$ cat src/sv/cra_pkg.sv
// cra_pkg: shared constants, types and helpers for the contiguous run allocator
// no dependencies; imported by every module of the block except cra_ram
`default_nettype none

package cra_pkg;

    localparam int MAX_SLOTS     = 1024;
    localparam int SLOT_W        = 10;
    localparam int CNT_W         = 11;
    localparam int REJ_W         = 32;
    localparam int WORD_BITS_DEF = 8;

    typedef enum logic [0:0] {
        REQ_ALLOC   = 1'b0,
        REQ_RELEASE = 1'b1
    } req_type_t;

    typedef enum logic [2:0] {
        ST_SWEEP,
        ST_IDLE,
        ST_SCAN_RD,
        ST_SCAN_EV,
        ST_MARK_RD,
        ST_MARK_WR,
        ST_FINISH
    } state_t;

    typedef struct packed {
        logic              found;
        logic [SLOT_W-1:0] start;
        logic [CNT_W-1:0]  run;
    } scan_res_t;

    typedef struct packed {
        logic              granted;
        logic [SLOT_W-1:0] start_slot;
        logic [REJ_W-1:0]  reject_total;
    } result_t;

    // clamp a written slot count into 1..MAX_SLOTS
    function automatic logic [CNT_W-1:0] sat_count(input logic [CNT_W-1:0] v);
        logic [CNT_W-1:0] r;
        r = v;
        if (v == '0) begin
            r = CNT_W'(1);
        end else if (v > CNT_W'(MAX_SLOTS)) begin
            r = CNT_W'(MAX_SLOTS);
        end
        return r;
    endfunction

endpackage

`default_nettype wire

$ cat src/sv/contiguous_run_allocator_top.sv
// contiguous_run_allocator_top: first-fit allocator of runs over a row of slots
// depends on cra_pkg, cra_ram, cra_ctrl (which uses cra_word_scan)
//
//  channel  | ports                                        | transfer when
//  ---------+----------------------------------------------+------------------------
//  request  | s_valid s_ready s_req_type s_run_length      | s_valid && s_ready
//           | s_first_slot s_last_slot                     |
//  result   | m_valid m_ready m_granted m_start_slot       | m_valid && m_ready
//           | m_reject_total                               |
//  config   | cfg_wr_en cfg_wr_data (slot_count)           | cfg_wr_en, no wait
//
// slot state is a free bitmap in one ram, WORD_BITS slots per word, one request at a time
// allocate: each word is read and evaluated up to the fit, then each word of the run is
//   read and written back; a rejection scans every word, a zero length scans none
// release: each word in the range is read and written back; an empty range touches none
// after reset and after each slot_count write a sweep rewrites every word,
//   with s_ready low
// the result register lets a new request in while the last result waits on m_ready
`default_nettype none

module contiguous_run_allocator_top
    import cra_pkg::*;
#(
    parameter int WORD_BITS = WORD_BITS_DEF
) (
    input  wire logic              aclk,
    input  wire logic              aresetn,
    // configuration
    input  wire logic              cfg_wr_en,
    input  wire logic [CNT_W-1:0]  cfg_wr_data,
    // request channel
    input  wire logic              s_valid,
    output logic                   s_ready,
    input  wire logic              s_req_type,
    input  wire logic [CNT_W-1:0]  s_run_length,
    input  wire logic [SLOT_W-1:0] s_first_slot,
    input  wire logic [SLOT_W-1:0] s_last_slot,
    // result channel
    output logic                   m_valid,
    input  wire logic              m_ready,
    output logic                   m_granted,
    output logic      [SLOT_W-1:0] m_start_slot,
    output logic      [REJ_W-1:0]  m_reject_total
);

    localparam int DEPTH  = MAX_SLOTS / WORD_BITS;
    localparam int ADDR_W = $clog2(DEPTH);

    // slot ram port
    logic                 mem_we;
    logic [ADDR_W-1:0]    mem_waddr;
    logic [WORD_BITS-1:0] mem_wdata;
    logic [ADDR_W-1:0]    mem_raddr;
    logic [WORD_BITS-1:0] mem_rdata;

    // result hand-off from the sequencer
    logic    res_valid;
    logic    res_ready;
    result_t res;

    // output register
    logic    m_valid_reg, m_valid_next;
    result_t m_res_reg, m_res_next;

    // clamped slot count for the sequencer
    logic [CNT_W-1:0] cfg_count;

    assign cfg_count = sat_count(cfg_wr_data);

    cra_ram #(
        .WIDTH (WORD_BITS),
        .DEPTH (DEPTH)
    ) u_ram (
        .aclk  (aclk),
        .we    (mem_we),
        .waddr (mem_waddr),
        .wdata (mem_wdata),
        .raddr (mem_raddr),
        .rdata (mem_rdata)
    );

    cra_ctrl #(
        .WORD_BITS (WORD_BITS)
    ) u_ctrl (
        .aclk          (aclk),
        .aresetn       (aresetn),
        .cfg_we        (cfg_wr_en),
        .cfg_count     (cfg_count),
        .in_valid      (s_valid),
        .in_ready      (s_ready),
        .in_req_type   (s_req_type),
        .in_run_length (s_run_length),
        .in_first_slot (s_first_slot),
        .in_last_slot  (s_last_slot),
        .res_valid     (res_valid),
        .res_ready     (res_ready),
        .res           (res),
        .mem_we        (mem_we),
        .mem_waddr     (mem_waddr),
        .mem_wdata     (mem_wdata),
        .mem_raddr     (mem_raddr),
        .mem_rdata     (mem_rdata)
    );

    // the output register takes a new result once the held one is gone or leaving
    assign res_ready = !m_valid_reg || m_ready;

    always_comb begin
        m_valid_next = m_valid_reg;
        m_res_next   = m_res_reg;
        if (m_valid_reg && m_ready) begin
            m_valid_next = 1'b0;
        end
        if (res_valid && res_ready) begin
            m_valid_next = 1'b1;
            m_res_next   = res;
        end
    end

    always_ff @(posedge aclk) begin
        if (!aresetn) begin
            m_valid_reg <= 1'b0;
        end else begin
            m_valid_reg <= m_valid_next;
        end
        m_res_reg <= m_res_next;
    end

    assign m_valid        = m_valid_reg;
    assign m_granted      = m_res_reg.granted;
    assign m_start_slot   = m_res_reg.start_slot;
    assign m_reject_total = m_res_reg.reject_total;

endmodule

`default_nettype wire

$ cat src/sv/cra_ram.sv
// cra_ram: generic simple dual port ram, one write and one registered read port
// no dependencies
`default_nettype none

module cra_ram #(
    parameter int WIDTH = 8,
    parameter int DEPTH = 128
) (
    input  wire logic                     aclk,
    input  wire logic                     we,
    input  wire logic [$clog2(DEPTH)-1:0] waddr,
    input  wire logic [WIDTH-1:0]         wdata,
    input  wire logic [$clog2(DEPTH)-1:0] raddr,
    output logic      [WIDTH-1:0]         rdata
);

    logic [WIDTH-1:0] mem [DEPTH];

    always_ff @(posedge aclk) begin
        if (we) begin
            mem[waddr] <= wdata;
        end
        rdata <= mem[raddr];
    end

endmodule

`default_nettype wire

$ cat src/sv/cra_word_scan.sv
// cra_word_scan: extends the free run across one word of slot bits, finds first fit
// depends on cra_pkg
`default_nettype none

module cra_word_scan
    import cra_pkg::*;
#(
    parameter int WORD_BITS = WORD_BITS_DEF
) (
    input  wire logic [SLOT_W-$clog2(WORD_BITS)-1:0] word_idx,
    input  wire logic [WORD_BITS-1:0]                free_bits,
    input  wire logic [CNT_W-1:0]                    run_in,
    input  wire logic [CNT_W-1:0]                    len,
    output scan_res_t                                res
);

    localparam int BIT_W = $clog2(WORD_BITS);

    logic [CNT_W-1:0]  run;
    logic              found;
    logic [SLOT_W-1:0] pos;
    logic [SLOT_W-1:0] start;

    always_comb begin
        run   = run_in;
        found = 1'b0;
        pos   = '0;
        start = '0;
        for (int b = 0; b < WORD_BITS; b++) begin
            run = free_bits[b] ? run + CNT_W'(1) : '0;
            if (!found && run >= len) begin
                found = 1'b1;
                pos   = {word_idx, BIT_W'(b)};
                start = SLOT_W'({1'b0, pos} + CNT_W'(1) - len);
            end
        end
        res.found = found;
        res.start = start;
        res.run   = run;
    end

endmodule

`default_nettype wire

$ cat src/sv/cra_ctrl.sv
// cra_ctrl: sequencer for sweep, first-fit scan and range marking over the slot ram
// depends on cra_pkg and cra_word_scan
`default_nettype none

module cra_ctrl
    import cra_pkg::*;
#(
    parameter int WORD_BITS = WORD_BITS_DEF
) (
    input  wire logic                                aclk,
    input  wire logic                                aresetn,
    input  wire logic                                cfg_we,
    input  wire logic [CNT_W-1:0]                    cfg_count,
    input  wire logic                                in_valid,
    output logic                                     in_ready,
    input  wire logic                                in_req_type,
    input  wire logic [CNT_W-1:0]                    in_run_length,
    input  wire logic [SLOT_W-1:0]                   in_first_slot,
    input  wire logic [SLOT_W-1:0]                   in_last_slot,
    output logic                                     res_valid,
    input  wire logic                                res_ready,
    output result_t                                  res,
    output logic                                     mem_we,
    output logic      [SLOT_W-$clog2(WORD_BITS)-1:0] mem_waddr,
    output logic      [WORD_BITS-1:0]                mem_wdata,
    output logic      [SLOT_W-$clog2(WORD_BITS)-1:0] mem_raddr,
    input  wire logic [WORD_BITS-1:0]                mem_rdata
);

    localparam int BIT_W  = $clog2(WORD_BITS);
    localparam int ADDR_W = SLOT_W - BIT_W;
    localparam logic [ADDR_W-1:0] LAST_WORD = ADDR_W'((MAX_SLOTS / WORD_BITS) - 1);

    state_t            state_reg, state_next;
    logic [ADDR_W-1:0] addr_reg, addr_next;
    logic [CNT_W-1:0]  run_reg, run_next;
    logic [CNT_W-1:0]  len_reg, len_next;
    logic [SLOT_W-1:0] lo_reg, lo_next;
    logic [SLOT_W-1:0] hi_reg, hi_next;
    logic              fill_free_reg, fill_free_next;
    logic [CNT_W-1:0]  count_reg, count_next;
    logic [REJ_W-1:0]  reject_reg, reject_next;
    logic              granted_reg, granted_next;
    logic [SLOT_W-1:0] start_reg, start_next;

    scan_res_t         scan;
    logic              accept;
    logic [SLOT_W-1:0] last_clip;
    logic              rel_empty;
    logic              addr_is_hi;
    logic [WORD_BITS-1:0] sweep_word;
    logic [WORD_BITS-1:0] mark_word;
    logic [SLOT_W-1:0]    pos;

    cra_word_scan #(.WORD_BITS(WORD_BITS)) u_scan (
        .word_idx  (addr_reg),
        .free_bits (mem_rdata),
        .run_in    (run_reg),
        .len       (len_reg),
        .res       (scan)
    );

    assign accept     = in_valid && in_ready;
    assign last_clip  = ({1'b0, in_last_slot} >= count_reg) ?
                        SLOT_W'(count_reg - CNT_W'(1)) : in_last_slot;
    assign rel_empty  = in_first_slot > last_clip;
    assign addr_is_hi = addr_reg == hi_reg[SLOT_W-1:BIT_W];

    // word contents for sweep and for range marking
    always_comb begin
        sweep_word = '0;
        mark_word  = mem_rdata;
        pos        = '0;
        for (int b = 0; b < WORD_BITS; b++) begin
            pos           = {addr_reg, BIT_W'(b)};
            sweep_word[b] = {1'b0, pos} < count_reg;
            if (pos >= lo_reg && pos <= hi_reg) begin
                mark_word[b] = fill_free_reg;
            end
        end
    end

    // next state
    always_comb begin
        state_next = state_reg;
        unique case (state_reg)
            ST_SWEEP: begin
                if (addr_reg == LAST_WORD) begin
                    state_next = ST_IDLE;
                end
            end
            ST_IDLE: begin
                if (accept) begin
                    if (in_req_type == REQ_ALLOC) begin
                        state_next = (in_run_length == '0) ? ST_FINISH : ST_SCAN_RD;
                    end else begin
                        state_next = rel_empty ? ST_FINISH : ST_MARK_RD;
                    end
                end
            end
            ST_SCAN_RD: state_next = ST_SCAN_EV;
            ST_SCAN_EV: begin
                if (scan.found) begin
                    state_next = ST_MARK_RD;
                end else if (addr_reg == LAST_WORD) begin
                    state_next = ST_FINISH;
                end else begin
                    state_next = ST_SCAN_RD;
                end
            end
            ST_MARK_RD: state_next = ST_MARK_WR;
            ST_MARK_WR: begin
                if (addr_is_hi) begin
                    state_next = ST_FINISH;
                end else begin
                    state_next = ST_MARK_RD;
                end
            end
            ST_FINISH: begin
                if (res_ready) begin
                    state_next = ST_IDLE;
                end
            end
            default: state_next = ST_IDLE;
        endcase
        if (cfg_we) begin
            state_next = ST_SWEEP;
        end
    end

    // datapath and outputs
    always_comb begin
        addr_next      = addr_reg;
        run_next       = run_reg;
        len_next       = len_reg;
        lo_next        = lo_reg;
        hi_next        = hi_reg;
        fill_free_next = fill_free_reg;
        count_next     = count_reg;
        reject_next    = reject_reg;
        granted_next   = granted_reg;
        start_next     = start_reg;
        in_ready       = 1'b0;
        res_valid      = 1'b0;
        mem_we         = 1'b0;
        mem_waddr      = addr_reg;
        mem_wdata      = mark_word;
        mem_raddr      = addr_reg;
        unique case (state_reg)
            ST_SWEEP: begin
                mem_we    = 1'b1;
                mem_wdata = sweep_word;
                addr_next = addr_reg + ADDR_W'(1);
            end
            ST_IDLE: begin
                in_ready = 1'b1;
                if (accept) begin
                    granted_next = 1'b1;
                    start_next   = '0;
                    len_next     = in_run_length;
                    run_next     = '0;
                    if (in_req_type == REQ_ALLOC) begin
                        addr_next = '0;
                    end else begin
                        lo_next        = in_first_slot;
                        hi_next        = last_clip;
                        fill_free_next = 1'b1;
                        addr_next      = in_first_slot[SLOT_W-1:BIT_W];
                    end
                end
            end
            ST_SCAN_RD: begin
            end
            ST_SCAN_EV: begin
                if (scan.found) begin
                    start_next     = scan.start;
                    lo_next        = scan.start;
                    hi_next        = SLOT_W'({1'b0, scan.start} + len_reg - CNT_W'(1));
                    fill_free_next = 1'b0;
                    addr_next      = scan.start[SLOT_W-1:BIT_W];
                end else if (addr_reg == LAST_WORD) begin
                    granted_next = 1'b0;
                    if (reject_reg != '1) begin
                        reject_next = reject_reg + REJ_W'(1);
                    end
                end else begin
                    run_next  = scan.run;
                    addr_next = addr_reg + ADDR_W'(1);
                end
            end
            ST_MARK_RD: begin
            end
            ST_MARK_WR: begin
                mem_we    = 1'b1;
                addr_next = addr_reg + ADDR_W'(1);
            end
            ST_FINISH: begin
                res_valid = 1'b1;
            end
            default: begin
            end
        endcase
        if (cfg_we) begin
            count_next = cfg_count;
            addr_next  = '0;
        end
    end

    assign res.granted      = granted_reg;
    assign res.start_slot   = start_reg;
    assign res.reject_total = reject_reg;

    always_ff @(posedge aclk) begin
        if (!aresetn) begin
            state_reg  <= ST_SWEEP;
            addr_reg   <= '0;
            count_reg  <= CNT_W'(MAX_SLOTS);
            reject_reg <= '0;
        end else begin
            state_reg  <= state_next;
            addr_reg   <= addr_next;
            count_reg  <= count_next;
            reject_reg <= reject_next;
        end
        run_reg       <= run_next;
        len_reg       <= len_next;
        lo_reg        <= lo_next;
        hi_reg        <= hi_next;
        fill_free_reg <= fill_free_next;
        granted_reg   <= granted_next;
        start_reg     <= start_next;
    end

    a_scan_no_write: assert property (@(posedge aclk) disable iff (!aresetn)
        (state_reg == ST_SCAN_RD || state_reg == ST_SCAN_EV) |-> !mem_we)
        else $error("slot ram written during scan");

    a_reject_monotonic: assert property (@(posedge aclk) disable iff (!aresetn)
        $past(aresetn) |-> reject_reg >= $past(reject_reg))
        else $error("reject counter went down");

    a_mark_range_order: assert property (@(posedge aclk) disable iff (!aresetn)
        state_reg == ST_MARK_WR |-> lo_reg <= hi_reg)
        else $error("marking an inverted range");

    a_mark_addr_in_range: assert property (@(posedge aclk) disable iff (!aresetn)
        state_reg == ST_MARK_WR |->
            (addr_reg >= lo_reg[SLOT_W-1:BIT_W] && addr_reg <= hi_reg[SLOT_W-1:BIT_W]))
        else $error("mark word outside range");

    a_grant_keeps_count: assert property (@(posedge aclk) disable iff (!aresetn)
        (state_reg == ST_SCAN_EV && scan.found && !cfg_we) |=> $stable(reject_reg))
        else $error("reject counter moved on a grant");

endmodule

`default_nettype wire
$ cat config.mk
export PLATFORM = sky130hd
export DESIGN_NAME = contiguous_run_allocator_top
export DESIGN_NICKNAME = d
export VERILOG_FILES = /design/src/sv/cra_pkg.sv /design/src/sv/contiguous_run_allocator_top.sv /design/src/sv/cra_ram.sv /design/src/sv/cra_word_scan.sv /design/src/sv/cra_ctrl.sv
export SDC_FILE = /design/constraint.sdc
export NUM_CORES = 2
export LEC_CHECK = 0
export ABC_CLOCK_PERIOD_IN_PS = 11100
export BUFFER_PORTS_ARGS = -buffer_cell sky130_fd_sc_hd__buf_2
export CAP_MARGIN = 20
export CORE_MARGIN = 3
export CORE_UTILIZATION = 50
export CTS_BUF_LIST = sky130_fd_sc_hd__clkbuf_8
export DETAILED_ROUTE_END_ITERATION = 16
export HOLD_SLACK_MARGIN = 0.1
export PLACE_DENSITY = 0.74
export REMOVE_ABC_BUFFERS = 1
export SETUP_SLACK_MARGIN = 0.3
export SYNTH_ARGS = -nofsm -noshare
export SYNTH_HDL_FRONTEND = slang
export SYNTH_SLANG_ARGS = --single-unit
$ cat constraint.sdc
create_clock -name aclk -period 11.1 [get_ports aclk]
set_input_delay 1.11 -clock aclk [delete_from_list [all_inputs] [get_ports aclk]]
set_output_delay 1.11 -clock aclk [all_outputs]
set_load 0.02 [all_outputs]
==> metrics.cfg <==
[clock_network]
cts_setup_buffers = 0
worstSkewPairLatency_ns = 0.88
clockRootBuffer = clkbuf_8
tritoncts = yes
cts-buffers-inserted = 179
cts.sink_count = 1183
total_number_of_h_tree_levels = 4
clk_pin_slew_ns = 0.08
postCtsHoldBufs = 0
post_cts_gate_resize_count = 0
cts_buffer_depth = 3

[layout]
layout-area-overhead-vs-synth_pct = 10.8
post_route_cells_drive_above_1_share = 0.113
fin_nets = 4128
largest_reg_flops = 1024
layout.filler_cells = 8009

[setup_path]
slowest_delay_ns = 0.75
crit_path_top_delay_cell = a2111oi_2
setup.worst_path.start_class = register
critPathMaxFanout = 18
reg2reg_depth = 36
worst_ep_required_time_ns = 11.69
worstSetupPathType = reg2reg
critical_path_end_type = register
crit_path_dat_ns = 9.96

[grt]
globalRoute.totalOverflow = 0
wire_length_of_the_first_global_routing_pass_um = 213000
grt.total_usage = 0.264
grt_antenna_before_repair = 6
via_count_of_the_first_global_routing_pass = 33700
grt_max_degree = 102

[yosys]
ys.flop_type = edfxtp_1
yosys-top-cells-count = edfxtp_1, a22oi_1, nor2_1, ha_1, clkbuf_1
ys_ff_latch = 1183
async_flop_share = 0
synth-edff-count = 1121
yosys_warnings = 0
synthTopCellsByArea = edfxtp_1, a22oi_1, ha_1
yosysUniqueCellTypes = 90
synth_top_area_cell = edfxtp_1
synthesis.instances = 3760
postSynthAreaPerCell_um2 = 13.8
yosysSeqAreaShare = 0.670
post_synth_instance_area_um2 = 52100
post-synth-top-area-fraction = 0.646
most_common_cell_in_the_netlist = edfxtp_1

[pwr]
ir_worst_vdd_uv = 134
netSwitchingPower_mw = 2.19
post-layout-total-power_mw = 9.04
combPwrFrac = 0.078
pwr-share-clk = 0.374
power.static_leakage_nw = 19.4
pwr_density_cell_nw_per_um2 = 157
power.sequential.fraction = 0.548
power_switching_share = 0.243
p_int_mw = 6.85

[floorplan]
pin_count = 93
row_count = 117
die_x_um = 329
die_height_um = 329
dieArea_um2 = 108000
start_util = 0.507
core_region_area_um2 = 103000

[drt]
dr.first_iter.drc_count = 4223
detail_route.vias_per_cell = 6.42
antenna_violating_nets_post_route = 0
route.detailed.wl_per_inst_um = 26.7
route.final.wire_length_um = 144000
drt-pass1-iter-count = 5
vias_post_dr = 34800
route.detailed.drc = 0

[place]
port_buffers = 92
gpl.final_weighted_congestion = 0.937
dp_hpwl_um = 89200

[worst_hold_path]
worst_hold_path_type = reg2reg
min_path_cells = 0

[timing]
final_period_minus_worst_setup_slack_ns = 9.37
maxClockFrequency_mhz = 107
report.final.hold_viol_count = 0
grt_setup_unrepaired = no
final.setup_skew_ns = 0.0542
report.final.setup_viol = 0
worst_slew_pin_slew_ns = 1.08
setup_tns_ns = 0
final.period_utilization = 0.844
relative_slew_margins = 0.280
drv_slew = 0

[flow_run]
max-cap-violations = 0

[status]
outcome = complete, no violations

[routing by layer]
layer | global-route usage | vias to the layer above | wire [um]
met5 | 0 | - | 27
met4 | 0.109 | 4 | 5610
met3 | 0.0610 | 345 | 15500
met2 | 0.414 | 2079 | 67100
met1 | 0.355 | 17100 | 56300
li1 | - | 15300 | -
[metrics by stage]
stage	setup WS (ns)	std cells	utilization	hold slack, ns	cell area, um2
global route	0.986	5413	0.562	0.386	57700
finish	1.73	5414	0.562	0.408	57700
global placement	1.97	5077	0.528	0.402	54200
CTS	1.82	5405	0.561	0.368	57600
detailed placement	1.83	5079	0.528	0.405	54200
floorplan	0.665	3554	-	0.400	51300
[critical path, delay by kind of cell, from the launching register on]
family / cells / cell delay, ns
adders and majority gates: 4 / 1.43
DFF: 1 / 0.67
muxes: 2 / 0.55
buffers and inverters: 2 / 0.33
xor gates and xnor gates: 3 / 0.38
AOI/OAI and AO/OA: 12 / 3.16
and+or+nand+nor: 13 / 2.59
[area by class of cell]
class,instances,area [um2],share of cell area
Tap cell,1368,1710,0.0297
Clock inverter,144,860,0.0149
Multi-Input combinational cell,2246,16100,0.279
Sequential cell,1183,34900,0.605
Clock buffer,182,2500,0.0434
Timing Repair Buffer,161,1130,0.0196
Antenna cell,5,12.5,0.000217
Inverter,125,469,0.00814
[worst paths after layout]
check | from | endpoint | slack (ns)
min | u_ctrl.start_reg[0] | m_start_slot[0] | 0.41
max | u_ram.rdata[0] | u_ctrl.hi_reg[9] | 1.73
min reg2reg | u_ctrl.start_reg[0] | m_start_slot[0] | 0.41
max reg2reg | u_ram.rdata[0] | u_ctrl.hi_reg[9] | 1.73
[kinds of logic after synthesis]
logic type                 count (synthesis)  share of synthesized area
xor gates and xnor gates                 107                     0.0183
DFF                                     1183                      0.670
and+or+nand+nor                          839                     0.0812
adders and majority gates                184                     0.0452
AOI/OAI and AO/OA                       1073                      0.152
muxes                                     43                    0.00930
buffers and inverters                    331                     0.0241
[layout by cell type, fill, tap and decap left out, drive strengths merged, types with 9 or more instances in the layout]
cell and count:
clkinvlp 10, a21boi 24, a221oi 69, nand2 161, a31oi 49, dfxtp 62
a211oi 9, and3 42, buf 161, a22oi 381, ha 177, clkinv 61
o211ai 29, nor2 228, a21o 47, nand2b 18, inv 192, o21ai 110
or2 11, nor3 50, o21a 44, or3 20, mux2i 36, o22ai 15
clkbuf 182, xor2 45, nand3 74, a22o 70, xnor2 61, o31ai 9
nor4 36, edfxtp 1121, nand4 71, a21oi 89, a41oi 54, nor2b 27
and2 67, or4 11
[power groups by stage]
stage	combinational (mW)	sequential (mW)	clock [mW]
floorplan	0.444	5.07	0
global placement	0.671	5.05	0
detailed placement	0.686	5.05	0
CTS	0.691	4.96	3.43
global route	0.764	4.95	3.63
finish	0.703	4.96	3.39
No activity file was read; power rests on OpenSTA's default activity.
